--- config.mk ---
export PLATFORM = sky130hd
export DESIGN_NAME = memory_polynomial_regressor
export DESIGN_NICKNAME = d
export VERILOG_FILES = /design/src/mpr_pkg.sv /design/src/mpr_front.sv /design/src/mpr_queue.sv /design/src/mpr_back.sv /design/src/memory_polynomial_regressor.sv
export SDC_FILE = /design/constraint.sdc
export NUM_CORES = 1
export LEC_CHECK = 0
export BUFFER_PORTS_ARGS = -buffer_cell sky130_fd_sc_hd__buf_2
export CELL_PAD_IN_SITES_DETAIL_PLACEMENT = 0
export CELL_PAD_IN_SITES_GLOBAL_PLACEMENT = 1
export CORE_ASPECT_RATIO = 1.25
export CORE_MARGIN = 2
export CORE_UTILIZATION = 52
export CTS_CLUSTER_DIAMETER = 100
export CTS_CLUSTER_SIZE = 10
export DETAILED_ROUTE_END_ITERATION = 12
export PLACE_DENSITY_LB_ADDON = 0.1
export SYNTH_ARGS = -nofsm -noshare
export SYNTH_HDL_FRONTEND = slang
export SYNTH_SLANG_ARGS = --single-unit
--- constraint.sdc ---
create_clock -name clock -period 8 [get_ports clock]
set_input_delay 1.2 -clock clock [delete_from_list [all_inputs] [get_ports clock]]
set_output_delay 1.2 -clock clock [all_outputs]
set_load 0.005 [all_outputs]
--- src/mpr_pkg.sv ---
// ============================================================================
// mpr_pkg
// Shared constants for the memory polynomial regressor: register codes,
// register widths and reset values, and the default sizing of the block.
// ============================================================================
package mpr_pkg;

   // Default sizing, handed to the top level as parameter defaults.
   localparam int MAX_HALF_WINDOW_DEF = 8;
   localparam int MAX_DEGREE_DEF      = 4;
   localparam int SAMPLE_WIDTH_DEF    = 16;

   // Register port.
   localparam int CSR_INDEX_W = 2;
   localparam int CSR_DATA_W  = 8;

   localparam logic [CSR_INDEX_W-1:0] REG_HALF_WINDOW = 2'd0;
   localparam logic [CSR_INDEX_W-1:0] REG_DEGREE      = 2'd1;

   // Register widths and reset values.
   localparam int HALF_WINDOW_W = 4;
   localparam int DEGREE_W      = 3;

   localparam logic [HALF_WINDOW_W-1:0] HALF_WINDOW_RST = 4'd1;
   localparam logic [DEGREE_W-1:0]      DEGREE_RST      = 3'd1;

   // Width used when clamping the window size; holds twice the largest
   // supported half window.
   localparam int CLAMP_W = 6;
   // Width used when clamping the degree.
   localparam int DEG_CLAMP_W = 4;

endpackage

--- src/mpr_front.sv ---
// ============================================================================
// mpr_front
// Holds the configuration registers and the fill count, takes sample words
// and turns each into a job for the back end: the sample, whether it
// completes a row, and the clamped row geometry.
// ============================================================================
module mpr_front #(
   parameter int MAX_HALF_WINDOW = mpr_pkg::MAX_HALF_WINDOW_DEF,
   parameter int MAX_DEGREE      = mpr_pkg::MAX_DEGREE_DEF,
   parameter int SAMPLE_WIDTH    = mpr_pkg::SAMPLE_WIDTH_DEF,
   localparam int WIN_DEPTH      = 2 * MAX_HALF_WINDOW,
   localparam int TAP_W          = (WIN_DEPTH > 1) ? $clog2(WIN_DEPTH) : 1,
   localparam int POW_W          = $clog2(MAX_DEGREE + 1),
   localparam int FILL_W         = $clog2(WIN_DEPTH + 1)
) (
   input  logic                             clock,
   input  logic                             reset,
   input  logic                             csr_valid,
   output logic                             csr_ready,
   input  logic [mpr_pkg::CSR_INDEX_W-1:0]  csr_index,
   input  logic [mpr_pkg::CSR_DATA_W-1:0]   csr_wdata,
   input  logic                             req_valid,
   output logic                             req_ready,
   input  logic signed [SAMPLE_WIDTH-1:0]   req_sample,
   input  logic                             req_new_vector,
   input  logic                             job_full,
   output logic                             job_push,
   output logic [SAMPLE_WIDTH+1+2*TAP_W+POW_W-1:0] job_data
);

   typedef struct packed {
      logic [SAMPLE_WIDTH-1:0] sample;
      logic                    emit;
      logic [TAP_W-1:0]        base;
      logic [TAP_W-1:0]        last_tap;
      logic [POW_W-1:0]        deg;
   } job_type;

   logic [mpr_pkg::HALF_WINDOW_W-1:0] half_window_ff;
   logic [mpr_pkg::DEGREE_W-1:0]      degree_ff;
   logic [FILL_W-1:0]                 fill_count_ff;
   logic [FILL_W-1:0]                 fill_count_in;
   logic [FILL_W-1:0]                 fill_base;
   logic [mpr_pkg::CLAMP_W-1:0]       k_c;
   logic [mpr_pkg::CLAMP_W-1:0]       span_c;
   logic [mpr_pkg::DEG_CLAMP_W-1:0]   d_c;
   job_type                           job;

   assign csr_ready = 1'b1;
   assign req_ready = !job_full;
   assign job_push  = req_valid && req_ready;
   assign job_data  = job;

   always_comb begin
      k_c = mpr_pkg::CLAMP_W'(half_window_ff);
      if (k_c == '0) begin
         k_c = mpr_pkg::CLAMP_W'(1);
      end else if (k_c > mpr_pkg::CLAMP_W'(MAX_HALF_WINDOW)) begin
         k_c = mpr_pkg::CLAMP_W'(MAX_HALF_WINDOW);
      end
      span_c = k_c << 1;

      d_c = mpr_pkg::DEG_CLAMP_W'(degree_ff);
      if (d_c == '0) begin
         d_c = mpr_pkg::DEG_CLAMP_W'(1);
      end else if (d_c > mpr_pkg::DEG_CLAMP_W'(MAX_DEGREE)) begin
         d_c = mpr_pkg::DEG_CLAMP_W'(MAX_DEGREE);
      end

      // A new-vector mark restarts the count; the marked sample counts as one.
      fill_base = req_new_vector ? '0 : fill_count_ff;
      if (fill_base == FILL_W'(WIN_DEPTH)) begin
         fill_count_in = fill_base;
      end else begin
         fill_count_in = fill_base + FILL_W'(1);
      end

      job.sample   = req_sample;
      job.emit     = mpr_pkg::CLAMP_W'(fill_count_in) >= span_c;
      job.base     = TAP_W'(mpr_pkg::CLAMP_W'(WIN_DEPTH) - span_c);
      job.last_tap = TAP_W'(span_c - mpr_pkg::CLAMP_W'(1));
      job.deg      = POW_W'(d_c);
   end

   always_ff @(posedge clock) begin
      if (reset) begin
         half_window_ff <= mpr_pkg::HALF_WINDOW_RST;
         degree_ff      <= mpr_pkg::DEGREE_RST;
         fill_count_ff  <= '0;
      end else begin
         if (csr_valid && csr_ready) begin
            case (csr_index)
               mpr_pkg::REG_HALF_WINDOW: begin
                  half_window_ff <= csr_wdata[mpr_pkg::HALF_WINDOW_W-1:0];
               end
               mpr_pkg::REG_DEGREE: begin
                  degree_ff <= csr_wdata[mpr_pkg::DEGREE_W-1:0];
               end
               default: begin
               end
            endcase
         end
         if (job_push) begin
            fill_count_ff <= fill_count_in;
         end
      end
   end

   assert property (@(posedge clock) disable iff (reset)
      fill_count_ff <= FILL_W'(WIN_DEPTH))
      else $error("fill count beyond window depth");

   assert property (@(posedge clock) disable iff (reset)
      job_push && req_new_vector |=> fill_count_ff == FILL_W'(1))
      else $error("new-vector mark did not restart the fill count");

   assert property (@(posedge clock) disable iff (reset)
      job_full |-> !job_push)
      else $error("job pushed into a full queue");

endmodule

--- src/mpr_queue.sv ---
// ============================================================================
// mpr_queue
// Two-entry job queue between the front end and the back end.
// ============================================================================
module mpr_queue #(
   parameter int WIDTH = 8
) (
   input  logic             clock,
   input  logic             reset,
   input  logic             push,
   input  logic [WIDTH-1:0] push_data,
   output logic             full,
   input  logic             pop,
   output logic             not_empty,
   output logic [WIDTH-1:0] pop_data
);

   localparam int DEPTH = 2;

   logic [WIDTH-1:0] slot_ff [DEPTH];
   logic             wr_ptr_ff;
   logic             rd_ptr_ff;
   logic [1:0]       count_ff;

   assign full      = count_ff == 2'(DEPTH);
   assign not_empty = count_ff != '0;
   assign pop_data  = slot_ff[rd_ptr_ff];

   always_ff @(posedge clock) begin
      if (push) begin
         slot_ff[wr_ptr_ff] <= push_data;
      end
   end

   always_ff @(posedge clock) begin
      if (reset) begin
         wr_ptr_ff <= 1'b0;
         rd_ptr_ff <= 1'b0;
         count_ff  <= '0;
      end else begin
         if (push) begin
            wr_ptr_ff <= !wr_ptr_ff;
         end
         if (pop) begin
            rd_ptr_ff <= !rd_ptr_ff;
         end
         if (push && !pop) begin
            count_ff <= count_ff + 2'd1;
         end else if (pop && !push) begin
            count_ff <= count_ff - 2'd1;
         end
      end
   end

   assert property (@(posedge clock) disable iff (reset)
      count_ff <= 2'(DEPTH))
      else $error("queue count overflow");

   assert property (@(posedge clock) disable iff (reset)
      !not_empty |-> !pop)
      else $error("pop from an empty queue");

   assert property (@(posedge clock) disable iff (reset)
      push && !pop |=> count_ff == $past(count_ff) + 2'd1)
      else $error("queue count did not follow a push");

endmodule

--- src/mpr_back.sv ---
// ============================================================================
// mpr_back
// Owns the sample window and walks one row per emitting job: taps oldest
// first, powers one to degree, one multiply per power above the first.
// ============================================================================
module mpr_back #(
   parameter int MAX_HALF_WINDOW = mpr_pkg::MAX_HALF_WINDOW_DEF,
   parameter int MAX_DEGREE      = mpr_pkg::MAX_DEGREE_DEF,
   parameter int SAMPLE_WIDTH    = mpr_pkg::SAMPLE_WIDTH_DEF,
   localparam int WIN_DEPTH      = 2 * MAX_HALF_WINDOW,
   localparam int TAP_W          = (WIN_DEPTH > 1) ? $clog2(WIN_DEPTH) : 1,
   localparam int POW_W          = $clog2(MAX_DEGREE + 1),
   localparam int PROD_W         = 2 * SAMPLE_WIDTH
) (
   input  logic                           clock,
   input  logic                           reset,
   input  logic                           job_valid,
   output logic                           job_pop,
   input  logic [SAMPLE_WIDTH+1+2*TAP_W+POW_W-1:0] job_data,
   output logic                           rsp_valid,
   input  logic                           rsp_ready,
   output logic signed [SAMPLE_WIDTH-1:0] rsp_value,
   output logic [TAP_W-1:0]               rsp_tap,
   output logic [POW_W-1:0]               rsp_power,
   output logic                           rsp_row_end
);

   typedef struct packed {
      logic [SAMPLE_WIDTH-1:0] sample;
      logic                    emit;
      logic [TAP_W-1:0]        base;
      logic [TAP_W-1:0]        last_tap;
      logic [POW_W-1:0]        deg;
   } job_type;

   typedef enum logic [1:0] {
      ST_IDLE,
      ST_LOAD,
      ST_RUN
   } state_type;

   job_type                        job;
   state_type                      state_ff;
   logic [SAMPLE_WIDTH-1:0]        window_ff [WIN_DEPTH];
   logic [TAP_W-1:0]               base_ff;
   logic [TAP_W-1:0]               last_tap_ff;
   logic [POW_W-1:0]               deg_ff;
   logic [TAP_W-1:0]               tap_ff;
   logic [POW_W-1:0]               pow_ff;
   logic signed [SAMPLE_WIDTH-1:0] x_ff;
   logic signed [SAMPLE_WIDTH-1:0] pw_ff;
   logic                           rsp_valid_ff;
   logic signed [SAMPLE_WIDTH-1:0] rsp_value_ff;
   logic [TAP_W-1:0]               rsp_tap_ff;
   logic [POW_W-1:0]               rsp_power_ff;
   logic                           rsp_row_end_ff;

   logic [TAP_W-1:0]               tap_inc;
   logic [TAP_W-1:0]               rd_idx;
   logic signed [SAMPLE_WIDTH-1:0] rd_x;
   logic signed [PROD_W-1:0]       prod;
   logic signed [PROD_W-1:0]       prod_sh;
   logic signed [SAMPLE_WIDTH-1:0] pw_sat;
   logic                           out_free;
   logic                           emit_word;
   logic                           last_word;

   assign job       = job_data;
   assign job_pop   = (state_ff == ST_IDLE) && job_valid;
   assign out_free  = !rsp_valid_ff || rsp_ready;
   assign emit_word = (state_ff == ST_RUN) && out_free;
   assign last_word = (tap_ff == last_tap_ff) && (pow_ff == deg_ff);

   // Window read: the oldest tap on a row start, the next tap while running.
   assign tap_inc = tap_ff + TAP_W'(1);
   assign rd_idx  = base_ff + ((state_ff == ST_RUN) ? tap_inc : TAP_W'(0));
   assign rd_x    = window_ff[rd_idx];

   // Next power: Q1.15 product, floor shift, saturate.
   assign prod    = pw_ff * x_ff;
   assign prod_sh = prod >>> (SAMPLE_WIDTH - 1);
   always_comb begin
      if ((&prod_sh[PROD_W-1:SAMPLE_WIDTH-1]) || !(|prod_sh[PROD_W-1:SAMPLE_WIDTH-1])) begin
         pw_sat = prod_sh[SAMPLE_WIDTH-1:0];
      end else if (prod_sh[PROD_W-1]) begin
         pw_sat = {1'b1, {(SAMPLE_WIDTH-1){1'b0}}};
      end else begin
         pw_sat = {1'b0, {(SAMPLE_WIDTH-1){1'b1}}};
      end
   end

   // Window shift line, newest at the top.
   always_ff @(posedge clock) begin
      if (job_pop) begin
         for (int i = 0; i < WIN_DEPTH - 1; i++) begin
            window_ff[i] <= window_ff[i+1];
         end
         window_ff[WIN_DEPTH-1] <= job.sample;
      end
   end

   always_ff @(posedge clock) begin
      if (reset) begin
         state_ff     <= ST_IDLE;
         rsp_valid_ff <= 1'b0;
      end else begin
         // The output register empties only when no new word replaces it.
         if (rsp_valid_ff && rsp_ready && !emit_word) begin
            rsp_valid_ff <= 1'b0;
         end
         case (state_ff)
            ST_IDLE: begin
               if (job_pop) begin
                  base_ff     <= job.base;
                  last_tap_ff <= job.last_tap;
                  deg_ff      <= job.deg;
                  if (job.emit) begin
                     state_ff <= ST_LOAD;
                  end
               end
            end
            ST_LOAD: begin
               x_ff     <= rd_x;
               pw_ff    <= rd_x;
               tap_ff   <= '0;
               pow_ff   <= POW_W'(1);
               state_ff <= ST_RUN;
            end
            ST_RUN: begin
               if (out_free) begin
                  rsp_valid_ff   <= 1'b1;
                  rsp_value_ff   <= pw_ff;
                  rsp_tap_ff     <= tap_ff;
                  rsp_power_ff   <= pow_ff;
                  rsp_row_end_ff <= last_word;
                  if (last_word) begin
                     state_ff <= ST_IDLE;
                  end else if (pow_ff == deg_ff) begin
                     tap_ff <= tap_inc;
                     pow_ff <= POW_W'(1);
                     x_ff   <= rd_x;
                     pw_ff  <= rd_x;
                  end else begin
                     pow_ff <= pow_ff + POW_W'(1);
                     pw_ff  <= pw_sat;
                  end
               end
            end
            default: begin
               state_ff <= ST_IDLE;
            end
         endcase
      end
   end

   assign rsp_valid   = rsp_valid_ff;
   assign rsp_value   = rsp_value_ff;
   assign rsp_tap     = rsp_tap_ff;
   assign rsp_power   = rsp_power_ff;
   assign rsp_row_end = rsp_row_end_ff;

   assert property (@(posedge clock) disable iff (reset)
      state_ff == ST_RUN |-> pow_ff != '0 && pow_ff <= deg_ff)
      else $error("power counter outside one to degree");

   assert property (@(posedge clock) disable iff (reset)
      state_ff == ST_RUN |-> tap_ff <= last_tap_ff)
      else $error("tap counter ran past the row");

   assert property (@(posedge clock) disable iff (reset)
      emit_word && last_word |=> state_ff == ST_IDLE && rsp_valid_ff && rsp_row_end_ff)
      else $error("row end word not followed by return to idle");

   assert property (@(posedge clock) disable iff (reset)
      state_ff == ST_LOAD |=> state_ff == ST_RUN && tap_ff == '0 && pow_ff == POW_W'(1))
      else $error("row did not start at the oldest tap, first power");

endmodule

--- src/memory_polynomial_regressor.sv ---
// ============================================================================
// memory_polynomial_regressor
// Q1.15 memory polynomial regressor: a sliding window of 2k samples emits,
// per sample, one row of powers x^1..x^degree for every tap, oldest first.
// ============================================================================
// Usage. Sample words enter on the req_ channel (req_sample, req_new_vector)
// and result words leave on the rsp_ channel, one word per power per tap,
// with rsp_row_end high on the last word of a row. Both channels use a
// valid/ready handshake. The csr_ channel writes half_window (index 0) and
// degree (index 1); it is always ready, writes to other indexes are dropped,
// and a write is meant to happen only while no row is in progress.
// A new-vector mark restarts the fill count; a sample that leaves fewer than
// 2k samples since the last mark produces no words.
// Timing. The front end takes a sample per cycle while its two-entry job
// queue has room. The back end takes each job and shifts the window in
// its idle state; for a sample that yields a row it then fetches the
// oldest tap in its load state and gives one word per cycle from the
// single multiplier loop while the output register is free.
// Reset (synchronous, active high) empties the queue and the fill count,
// drops rsp_valid and sets half_window and degree to one. When the receiver
// stalls, the word waits in the output register, the row walk pauses, and
// the queue fills before req_ready falls.
// ============================================================================
module memory_polynomial_regressor #(
   parameter int MAX_HALF_WINDOW = mpr_pkg::MAX_HALF_WINDOW_DEF,
   parameter int MAX_DEGREE      = mpr_pkg::MAX_DEGREE_DEF,
   parameter int SAMPLE_WIDTH    = mpr_pkg::SAMPLE_WIDTH_DEF,
   localparam int WIN_DEPTH      = 2 * MAX_HALF_WINDOW,
   localparam int TAP_W          = (WIN_DEPTH > 1) ? $clog2(WIN_DEPTH) : 1,
   localparam int POW_W          = $clog2(MAX_DEGREE + 1)
) (
   input  logic                             clock,
   input  logic                             reset,
   input  logic                             csr_valid,
   output logic                             csr_ready,
   input  logic [mpr_pkg::CSR_INDEX_W-1:0]  csr_index,
   input  logic [mpr_pkg::CSR_DATA_W-1:0]   csr_wdata,
   input  logic                             req_valid,
   output logic                             req_ready,
   input  logic signed [SAMPLE_WIDTH-1:0]   req_sample,
   input  logic                             req_new_vector,
   output logic                             rsp_valid,
   input  logic                             rsp_ready,
   output logic signed [SAMPLE_WIDTH-1:0]   rsp_value,
   output logic [TAP_W-1:0]                 rsp_tap,
   output logic [POW_W-1:0]                 rsp_power,
   output logic                             rsp_row_end
);

   // Job word: sample, row flag, window base, last tap, degree.
   localparam int JOB_W = SAMPLE_WIDTH + 1 + 2 * TAP_W + POW_W;

   logic             job_push;
   logic             job_pop;
   logic             job_full;
   logic             job_not_empty;
   logic [JOB_W-1:0] job_wr;
   logic [JOB_W-1:0] job_rd;

   // Front end: registers, fill count and per-sample classification.
   mpr_front #(
      .MAX_HALF_WINDOW (MAX_HALF_WINDOW),
      .MAX_DEGREE      (MAX_DEGREE),
      .SAMPLE_WIDTH    (SAMPLE_WIDTH)
   ) u_front (
      .clock          (clock),
      .reset          (reset),
      .csr_valid      (csr_valid),
      .csr_ready      (csr_ready),
      .csr_index      (csr_index),
      .csr_wdata      (csr_wdata),
      .req_valid      (req_valid),
      .req_ready      (req_ready),
      .req_sample     (req_sample),
      .req_new_vector (req_new_vector),
      .job_full       (job_full),
      .job_push       (job_push),
      .job_data       (job_wr)
   );

   // Short queue so the front end keeps taking samples during a row.
   mpr_queue #(
      .WIDTH (JOB_W)
   ) u_queue (
      .clock     (clock),
      .reset     (reset),
      .push      (job_push),
      .push_data (job_wr),
      .full      (job_full),
      .pop       (job_pop),
      .not_empty (job_not_empty),
      .pop_data  (job_rd)
   );

   // Back end: window, power loop and output register.
   mpr_back #(
      .MAX_HALF_WINDOW (MAX_HALF_WINDOW),
      .MAX_DEGREE      (MAX_DEGREE),
      .SAMPLE_WIDTH    (SAMPLE_WIDTH)
   ) u_back (
      .clock       (clock),
      .reset       (reset),
      .job_valid   (job_not_empty),
      .job_pop     (job_pop),
      .job_data    (job_rd),
      .rsp_valid   (rsp_valid),
      .rsp_ready   (rsp_ready),
      .rsp_value   (rsp_value),
      .rsp_tap     (rsp_tap),
      .rsp_power   (rsp_power),
      .rsp_row_end (rsp_row_end)
   );

endmodule

======== Word-level counts from Yosys, hierarchy flattened ========
Memory sizes are Yosys's and may differ from the RTL's. A register that Yosys moved wholly into a read port is not among the register bits.
Index checks and enable logic that the tools add are counted.
operators by class
  reductions and logical operators ........ 34
  multiplexer cells ....................... 41
  order comparisons ....................... 3
  $mul .................................... 1
  equality and inequality tests ........... 13
  bitwise logic cells ..................... 1
  add/subtract/negate cells ............... 8
operators with widths
  kind                 number
  $mux 16              8
  $pmux 16 s2          2
  $mul 16x16->32       1
  $mux 4               6
  $mux 3               5
  $mux 2               6
  $mux 5               2
  $mux 1               9
  $logic_and 1x1->1    8
  $logic_not 1->1      8
  $ne 2x2->1 const B   4
  $pmux 4 s2           1
  $reduce_and 4->1     2
  $pmux 2 s3           1
  $pmux 3 s2           1
  $reduce_and 2->1     3
  $reduce_and 3->1     2
  $reduce_bool 2->1    3
  $add 5x1->5 const B  1
  $eq 5x5->1 const B   1
  $ge 5x5->1           1
  $reduce_and 5->1     1
  $add 4x1->4 const B  1
  $add 4x4->4          1
  18 further kinds     23
storage, ports and cells
  logic and storage cells ................. 122
  output and inout bits ................... 27
  register bits ........................... 93
  memories kept ........................... 2
  input port bits ......................... 32
  memory bits (writable) .................. 312
memories
  memory            words  width  rd ports  clocked after Yosys merged registers in  wr ports  RTL line         source
  u_back.window_ff  16     16     16        0                                        16        mpr_back.sv:44   logic [SAMPLE_WIDTH-1:0] window_ff [WIN_DEPTH];
  u_queue.slot_ff   2      28     1         1                                        1         mpr_queue.sv:20  logic [WIDTH-1:0] slot_ff [DEPTH];

======== Longest topological paths before layout ========
  word-level depth ........................ 9
  depth in mapped cells ................... 24
  depth with buffers taken out ............ 22

======== By module ========
Synthesis repeated with hierarchy kept, for this count alone.
second synthesis, totals
  cells, all modules ...................... 1850
  area, all modules ....................... 25336.8 µm²
by module, submodules not included
  module     cells an instance  times used  area an instance (µm²)  seq. area each (µm²)
  mpr_back   1623               1           22137.5                 9969.6
  mpr_queue  109                1           2234.6                  1781.7
  mpr_front  118                1           964.7                   240.2

======== Worst setup path after synthesis ========
OpenSTA, ideal clock, no wires.
  path kind ............................... flip-flop to flip-flop
  start point ............................. register u_back.pw_ff[14]
  end point ............................... register u_back.pw_ff[1] (data pin)
  required time ........................... 7.745 ns
  arrival time ............................ 5.897 ns
  period minus slack after synthesis ...... 6.152 ns
  slack ................................... 1.848 ns
  stages on the path, launching flop included .. 23
  cell sequence ........................... edfxtp_1 > clkbuf_1 > and2_1 > fa_1 > inv_1 > fa_1 > fa_1 > inv_1 > fa_1 > fa_1 > inv_1 > fa_1 > inv_1 > ha_1 > and2_4 > nor2b_1 > o31a_1 > or3b_1 > a31oi_2 > nand4b_1 > nand2_1 > buf_4 > nor2_1
on the way
  longest elaborated chain between the ends .. 9
  elaborated cells on any way between the ends .. 11
ends and longest elaborated chain
  what                    RTL line         source
  start, declared         mpr_back.sv:51   logic signed [SAMPLE_WIDTH-1:0] pw_ff;
  start signal, assigned  mpr_back.sv:124  pw_ff <= rd_x;
  start signal, assigned  mpr_back.sv:142  pw_ff <= rd_x;
  start signal, assigned  mpr_back.sv:145  pw_ff <= pw_sat;
  $mul 16x16->32 (*)      mpr_back.sv:80   assign prod = pw_ff * x_ff;
  $reduce_or 2->1         mpr_back.sv:83   if ((&prod_sh[PROD_W-1:SAMPLE_WIDTH-1]) || !(|prod_sh[PROD_W-1:SAMPLE_WIDTH-1])) begin
  $logic_not 1->1         mpr_back.sv:83
  $logic_or 1x1->1        mpr_back.sv:83
  $mux 16 (*)             mpr_back.sv:83
  $mux 16 (*)             mpr_back.sv:138  end else if (pow_ff == deg_ff) begin
  $mux 16 (*)             mpr_back.sv:136  if (last_word) begin
  $mux 16 (*)             mpr_back.sv:130  if (out_free) begin
  $pmux 16 s2 (*)         mpr_back.sv:111  case (state_ff)
Every way passes the cells marked *; elsewhere a longest branch is shown, timed or not. The select of a mux whose other input is x is not followed.
A chain may end at the register's enable or synchronous reset.

======== Worst setup path in the final report ========
  start point ............................. register u_back.pw_ff[8]
  end point ............................... register u_back.pw_ff[6] (data pin)
Same word-level chain as after synthesis.

==> run_results.csv <==
group,metric,value,unit
sta,setup_violations,0,
min_path,min_from,"u_back.window_ff[7][4]$_DFFE_PP_",
detailed_routing,ant_nets,0,
min_path,hp-class,"flop to flop",
sta,fin_skew,0.03228,ns
floorplanning,coreArea,0.04722,mm²
logic_synthesis,ys_seq_area_frac,0.4762,
clock_network,cts_tree,"yes",
detailed_routing,vias_per_cell,5.406,
place,place_inst,2424,
critical_path,r2r_start,"u_back.pw_ff[8]$_DFFE_PP_",
floorplanning,pin_count,59,
logic_synthesis,ys.flop_type,"edfxtp_1",
min_path,holdPathEnd,"u_back.window_ff[6][4]$_DFFE_PP_",
detailed_routing,first_pass_iters,5,
critical_path,rr_worst_depth,19,
logic_synthesis,syn_nets,2159,
sta,period_needed,7.132,ns
layout,finalNonFillerCells,2484,
clock_network,clock_latency,0.57,ns
sta,maxSlewViolCount,0,
clock_network,cts_root_buf,"clkbuf_16",
sta,worst_pin_slew,1.132,ns
detailed_routing,wirelength,48250,µm
critical_path,worstPathRequired,8.28,ns
sta,hold_slack,0.4273,ns
clock_network,cts_buffers,46,
clock_network,cts_max_level,2,
floorplanning,die_area,0.04947,mm²
critical_path,r2r-end,"u_back.pw_ff[6]$_DFFE_PP_",
detailed_routing,drt_iter0_drc,733,
logic_synthesis,syn_area_per_cell,13.98,µm²
logic_synthesis,syn-cell-area,0.02480,mm²
detailed_routing,wire_per_inst,19.42,µm
floorplanning,die_h,248.2,µm
layout,n_antenna_cell,0,
sta,fin_tns_setup,0,ns
clock_network,clk_pin_slew,0.06,ns
logic_synthesis,yosysWarnings,0,
sta,slew_headroom,0.2455,
logic_synthesis,ys_async_sr_fraction,0,
detailed_routing,via_count,13428,
sta,rsz0062_at_grt,"false",
layout,layout.nets,2220,
layout,layout_common_cells,"edfxtp_1 (380), inv_1 (300), fa_1 (261), nand2_1 (148), and2_1 (121)",
logic_synthesis,synthDistinctLibCells,67,
floorplanning,placementRows,89,
clock_network,ctsHoldBuffers,0,
sta,fmax,140.2,MHz
clock_network,cts-resized-gates,0,
layout,area_growth,8.924,%
run,maxCapViolations,0,
critical_path,crit_path_max_fanout,17,
logic_synthesis,synth_enable_flop_cells,380,
global_routing,grt_pass1_wl,79140,µm
critical_path,startpoint_type,"flop",
global_routing,overflow,0,
global_routing,grt_pass1_vias,14833,
layout,drive_gt1_frac,0.1326,
floorplanning,die_w,199.3,µm
clock_network,cts_sinks,400,
logic_synthesis,synth_seq_cells,400,
critical_path,end_kind,"flop",
min_path,holdPathStages,0,
global_routing,grt_usage,0.2085,
logic_synthesis,syn_inst,1774,
place,hpwlAfterDp,34300,µm
place,numPortBuffers,53,
global_routing,grt_max_degree,164,
clock_network,cts_setup_buffers,0,
critical_path,path_class,"flop to flop",
logic_synthesis,synth_top_area_frac,0.4601,
layout,final_common_cell,"edfxtp_1",
sta,final_hold_viol_count,0,
floorplanning,start_util,0.5253,
outcome,status,"complete, no violations",
logic_synthesis,synth.area.top_cells,"edfxtp_1 (46%), fa_1 (21%), mux4_2 (7.3%)",
place,gp_congestion,0.7830,
global_routing,antenna_found_initial,0,
clock_network,clk_path_buf_depth,3,
sta,fin_crit_sh,0.8915,
critical_path,arrival,7.42,ns
detailed_routing,drc,0,
critical_path,regToRegSetupSlack,0.87,ns
logic_synthesis,synth_top_area_cell,"edfxtp_1",
[cell usage after synthesis, drive strengths merged, types with 4 or more instances]
| master | instances |
|---|---|
| a31oi | 4 |
| nand4 | 6 |
| nand3 | 7 |
| mux4 | 80 |
| dfxtp | 20 |
| mux2 | 25 |
| o21ai | 18 |
| a21oi | 31 |
| xor2 | 20 |
| nor2 | 71 |
| ha | 91 |
| nor2b | 6 |
| mux2i | 5 |
| nand2b | 10 |
| and2 | 122 |
| buf | 15 |
| fa | 262 |
| inv | 302 |
| edfxtp | 380 |
| nand2 | 148 |
| xnor2 | 27 |
| clkbuf | 45 |
| o22ai | 11 |
| o21a | 6 |
| o211ai | 4 |
| a21o | 6 |
| nor3 | 9 |
| a211oi | 7 |
[worst max-delay path, cell delays in order (launching register included)]
cell and delay (ns):
edfxtp_1 0.94, nand2_1 0.19, fa_1 0.59, inv_1 0.05
fa_1 0.50, fa_1 0.59, fa_1 0.46, fa_1 0.50
inv_1 0.06, fa_1 0.48, inv_1 0.04, ha_1 0.34
a21oi_1 0.27, nor2b_1 0.08, o31a_1 0.32, or3b_1 0.40
a31oi_2 0.31, nand4b_1 0.15, nand2_1 0.46, nor2_1 0.12
[how the worst max path moves through the flow]
stage	start	endpoint	cells after the start
after floorplan	u_back.pw_ff[14]$_DFFE_PP_	u_back.pw_ff[1]$_DFFE_PP_	22
after global placement	u_back.pw_ff[7]$_DFFE_PP_	u_back.pw_ff[3]$_DFFE_PP_	21
after detailed placement	u_back.pw_ff[15]$_DFFE_PP_	u_back.pw_ff[9]$_DFFE_PP_	19
after CTS	u_back.x_ff[1]$_DFFE_PP_	u_back.pw_ff[6]$_DFFE_PP_	19
after global routing	u_back.pw_ff[15]$_DFFE_PP_	u_back.pw_ff[7]$_DFFE_PP_	19
final	u_back.pw_ff[8]$_DFFE_PP_	u_back.pw_ff[6]$_DFFE_PP_	19
[cell families (layout without fill, tap and decap cells)]
kind of cell    after synthesis  count (layout)  synth area share
fa+ha+maj                   353             353            0.2574
mux                         110             110           0.08601
buf+inv                     363             436           0.05766
other cells                   1               1         0.0001512
flops                       400             400            0.4762
compound gates              106             106           0.02815
xor+xnor                     47              47           0.01660
simple gates                394             394           0.07784
[routing by layer]
layer  GRT usage  up-vias  part of all wire
li1            -     6069                 -
met1      0.2645     7043              0.41
met2      0.3761      223              0.53
met3     0.02288       93             0.031
met4     0.06667        0             0.026
met5           0        -                 0
[per-stage QoR]
step,worst slack [ns],area [µm²],utilization
floorplan,1.848,24800,-
global placement,0.9306,25760,0.5457
detailed placement,0.8691,25760,0.5457
CTS,0.7969,27020,0.5722
global route,0.4233,27020,0.5722
finish,0.8676,27020,0.5722
[sequential cells by signal (all words and copies together), names as in the netlist, 2 cells and up, named ones only]
name,flops
u_back.rsp_tap,4
u_back.rsp_power,3
u_front.degree_ff,3
u_queue.slot_ff,52
u_queue.count_ff,2
u_back.deg_ff,3
u_back.last_tap_ff,3
u_back.base_ff,3
u_back.pw_ff,16
u_back.window_ff,256
u_back.state_ff,2
u_back.pow_ff,3
u_front.half_window_ff,4
u_back.rsp_value,16
u_back.x_ff,16
u_back.tap_ff,4
u_front.fill_count_ff,5
[cell type report]
type	instances	area, µm²
fillers	3939	20200
flip-flops and latches	400	11810
multi-input cells	1011	11590
clock buffers	55	1185
inverters	303	1145
well taps	637	797.0
repair buffers	73	415.4
clock inverters	5	67.56
Power is not shown: default switching activity piles up to over one toggle a cycle in this logic, so the estimate is an artifact.
